==> src/rtl/vdi_pkg.sv <==
// Shared constants and the control bundle for the vertex dedup indexer.
package vdi_pkg;

	localparam int MAX_VERTICES_DEF = 256;
	localparam int COORD_WIDTH_DEF  = 32;
	localparam int INDEX_WIDTH      = 8;

	typedef struct packed {
		logic at_end;
		logic fin_ok;
	} cell_ctrl_t;

endpackage

==> src/rtl/vdi_cell.sv <==
// One table cell: holds one stored vertex, compares the query and passes the search token on.
module vdi_cell #(
	parameter int COORD_WIDTH = vdi_pkg::COORD_WIDTH_DEF
) (
	input  logic                   clk,
	input  logic                   arst_n,
	input  vdi_pkg::cell_ctrl_t    ctrl,
	input  logic                   tok_in,
	input  logic [COORD_WIDTH-1:0] qx,
	input  logic [COORD_WIDTH-1:0] qy,
	input  logic [COORD_WIDTH-1:0] qz,
	output logic                   tok_out,
	output logic                   hit
);
	import vdi_pkg::*;

	localparam int EXP_BITS  = (COORD_WIDTH >= 64) ? 11 : 8;
	localparam int FRAC_BITS = COORD_WIDTH - 1 - EXP_BITS;

	logic                   tok_q;
	logic [COORD_WIDTH-1:0] x_q;
	logic [COORD_WIDTH-1:0] y_q;
	logic [COORD_WIDTH-1:0] z_q;
	logic                   match;
	logic                   stop;

	function automatic logic is_nan(input logic [COORD_WIDTH-1:0] w);
		return (&w[COORD_WIDTH-2:FRAC_BITS]) && (|w[FRAC_BITS-1:0]);
	endfunction

	function automatic logic is_zero(input logic [COORD_WIDTH-1:0] w);
		return ~|w[COORD_WIDTH-2:0];
	endfunction

	function automatic logic coord_eq(input logic [COORD_WIDTH-1:0] a,
			input logic [COORD_WIDTH-1:0] b);
		return !is_nan(a) && !is_nan(b) && ((is_zero(a) && is_zero(b)) || (a == b));
	endfunction

	assign match   = coord_eq(qx, x_q) && coord_eq(qy, y_q) && coord_eq(qz, z_q);
	assign hit     = tok_q && !ctrl.at_end && match;
	assign stop    = ctrl.at_end || match;
	assign tok_out = tok_q && !stop;

	always_ff @(posedge clk or negedge arst_n) begin
		if (!arst_n) begin
			tok_q <= 1'b0;
		end else begin
			tok_q <= tok_in || (tok_q && stop && !ctrl.fin_ok);
		end
	end

	// append the query at the end of the list
	always_ff @(posedge clk) begin
		if (tok_q && ctrl.at_end && ctrl.fin_ok) begin
			x_q <= qx;
			y_q <= qy;
			z_q <= qz;
		end
	end

endmodule

==> config.mk <==
export PLATFORM = sky130hd
export DESIGN_NAME = vdi_cell
export DESIGN_NICKNAME = d
export VERILOG_FILES = /design/src/rtl/vdi_pkg.sv /design/src/rtl/vdi_cell.sv
export SDC_FILE = /design/constraint.sdc
export NUM_CORES = 1
export LEC_CHECK = 0
export BUFFER_PORTS_ARGS = -buffer_cell sky130_fd_sc_hd__buf_2
export CORE_AREA = 2 2 123 77
export DETAILED_ROUTE_END_ITERATION = 16
export DIE_AREA = 0 0 125 79
export GPL_ROUTABILITY_DRIVEN = 0
export PLACE_DENSITY = 0.8
export SLEW_MARGIN = 20
export SYNTH_ARGS = -nofsm -noshare
export SYNTH_HDL_FRONTEND = slang
export SYNTH_SLANG_ARGS = --single-unit
==> constraint.sdc <==
create_clock -name clk -period 3.9 [get_ports clk]
set_clock_uncertainty 0.15 [all_clocks]
set_input_delay 0.78 -clock clk [delete_from_list [all_inputs] [get_ports clk]]
set_output_delay 0.78 -clock clk [all_outputs]
set_load 0.02 [all_outputs]
==> results_dict.tcl <==
set metrics [dict create \
    setup_tns_ps 0 \
    routedWlPerCell_microns 20.0 \
    antenna_left 0 \
    cts_setup_buffers 0 \
    cts_tree "yes" \
    path_max_fanout 3 \
    crit_arrival_ps 2620 \
    die_area_sq_um 9880 \
    outcome "complete, no violations" \
    path_buf_inv 2 \
    maxCapViolCount 0 \
    port_buffers 102 \
    hold_viol 0 \
    post-place-ws_ps 395 \
    power_mw 2.39 \
    max-vdd-ir-drop_uv 281 \
    whs_ps 51.0 \
    cts_buffers 9 \
    drc 0 \
    min_path_type "in -> async" \
    fin_cells 560 \
    synth_area_leader_cell "edfxtp_1" \
    fillers 710 \
    synth_area_per_cell_sq_um 14.2 \
    ys_seq_area_share_pct 63.2 \
    grt_setup_unrepaired "no" \
    ys.warnings.count 0 \
    via_count 3347 \
    utilization_pct 63.3 \
    ctsResizeCount 0 \
    leakagePower_nw 1.76 \
    cts_max_level 3 \
    place_inst 544 \
    cts.sinks 97 \
    nets 540 \
    area_delta_synth_final_pct 21.7 \
    antenna_found_initial 0 \
    core_area_sq_um 8850 \
    grt_pass1_wl_microns 17600 \
    worst_slew_pin_slew_ps 521 \
    holdBufCountCts 0 \
    power_frac_comb_pct 9.2 \
    insertion_delay_ps 350 \
    switchingPower_mw 0.537 \
    grt.overflow.total 0 \
    max-clock-path-buffers 2 \
    postSynthCellCount 325 \
    initial_utilization_pct 52.0 \
    clk_pin_slew_worst_paths_ps 60 \
    layout_worst_path_cycle_share_pct 90.9 \
    power.density_nw_per_um2 427 \
    die_h_microns 79 \
    period_needed_ps 3550 \
    seqPwrFrac_pct 50.8 \
    criticalPathCategory "in -> out" \
    grt_max_degree 61 \
    critPathLaunchType "input port" \
    rows 27 \
    setup-violations-final 0 \
    cts-root-buf "clkbuf_16" \
    ios 103 \
    drive_gt1_share_pct 29.3 \
    timing.fmax_mhz 282 \
    wirelength_microns 11200 \
    crit_path_max_incr_delay_ps 440 \
    synth_area_leaders "edfxtp_1, xnor2_1, nand4_1" \
    crit_path_end_kind "primary output" \
    crit_top_cell "buf_2" \
    die_w_microns 125 \
    synth-seq-cells 97 \
    multiInputGateArea_sq_um 1690 \
    grt_pass1_vias 3274 \
    viasPerCell 5.98 \
    ys_types 25 \
    drt_first_pass_iters 5 \
    yosysTopAreaCellShare_pct 62.7 \
    first_iter_violations 370 \
    crit_chain "buf_2 > nor4_1 > nand4_1 > nor2_1 > a22oi_1 > or3_4 > o21ba_1 > buf_2" \
    dpl_cell_area_sq_um 5280 \
    final_max_slew_viol_count 0 \
    worstPathRequired_ps 2970 \
    grt_usage_pct 23.4 \
    register_area_sq_um 2910 \
    layout_commonest_cell "buf_2" \
    final_area_sq_um 5600 \
    antenna_cells 0 \
    slew_headroom_pct 65.3 \
    p_sw_share_pct 22.4 \
    setup_slack_ps 354 \
    synthesis.nets 426 \
    cp_top_family "simple AND/OR/NAND/NOR gates" \
    synth_area_sq_um 4600 \
    power.internal_mw 1.86 \
    pwr-share-clk_pct 39.9 \
    layout_common_cells "buf_2, xnor2_1, edfxtp_1" \
    place_hpwl_microns 8370 \
    cp_slowest_cell "or3_4" \
]
## final cells by class
class,count,share of cell area (%)
Tap cell,116,2.59
Clock buffer,10,4.09
Clock inverter,6,1.61
Timing Repair Buffer,103,9.47
Multi-Input combinational cell,226,30.2
Sequential cell,97,51.9
Inverter,2,0.134
## flip-flops by register name (all words and copies together), names as in the netlist
signal  count
x_q        32
tok_q       1
z_q        32
y_q        32
## final timing paths
path / startpoint / end / slack (ps) / cells after the start
max reg2reg: y_q[17] / tok_q / 1540 / 6
min in group clk: tok_q / tok_q / 450 / 2
min reg2reg: tok_q / tok_q / 450 / 2
min: arst_n / tok_q / 50 / 1
max in group asynchronous: arst_n / tok_q / 3460 / 1
max: qy[11] / tok_out / 350 / 8
## cell families (layout without fill, tap and decap cells)
| logic type | Yosys count | after routing | synth area share (%) |
|---|---|---|---|
| AO/OA/AOI/OAI | 11 | 11 | 1.96 |
| XOR/XNOR | 96 | 96 | 18.3 |
| buffers and inverters | 2 | 121 | 0.163 |
| flip-flops | 97 | 97 | 63.2 |
| AND/OR/NAND/NOR | 119 | 119 | 16.4 |
## layer usage
| layer | up-vias | global-route usage, % | part of all wire, % |
|---|---|---|---|
| li1 | 1541 | - | - |
| met1 | 1614 | 34.4 | 48 |
| met2 | 169 | 32.7 | 41 |
| met3 | 23 | 7.35 | 8.6 |
| met4 | 0 | 8.22 | 2.0 |
| met5 | - | 0 | 0 |
## synthesized netlist by cell type
cell type,n
and3_1,1
nand2_1,6
o32ai_1,1
nor4_2,4
dfrtp_1,1
nor2_1,5
a22oi_1,2
nor3_1,7
or3_4,2
a32oi_1,1
a31oi_1,1
nor2_2,1
o41ai_2,1
xnor2_1,96
nor4_1,44
and4_1,1
nand4_1,44
o31ai_1,2
o21ba_1,1
nor3_2,2
edfxtp_1,96
inv_1,2
nand2b_1,1
or2_2,1
o21ai_0,2
## power by group through the flow
stage                     Clock (mW)  Combinational (mW)  Sequential [mW]
after global routing            1.00               0.239             1.22
after detailed placement           0               0.219             1.24
after global placement             0               0.213             1.24
final                          0.956               0.221             1.22
after floorplan                    0              0.0989             1.24
after CTS                      0.967               0.220             1.22
Power figures use the tool's default switching activity.
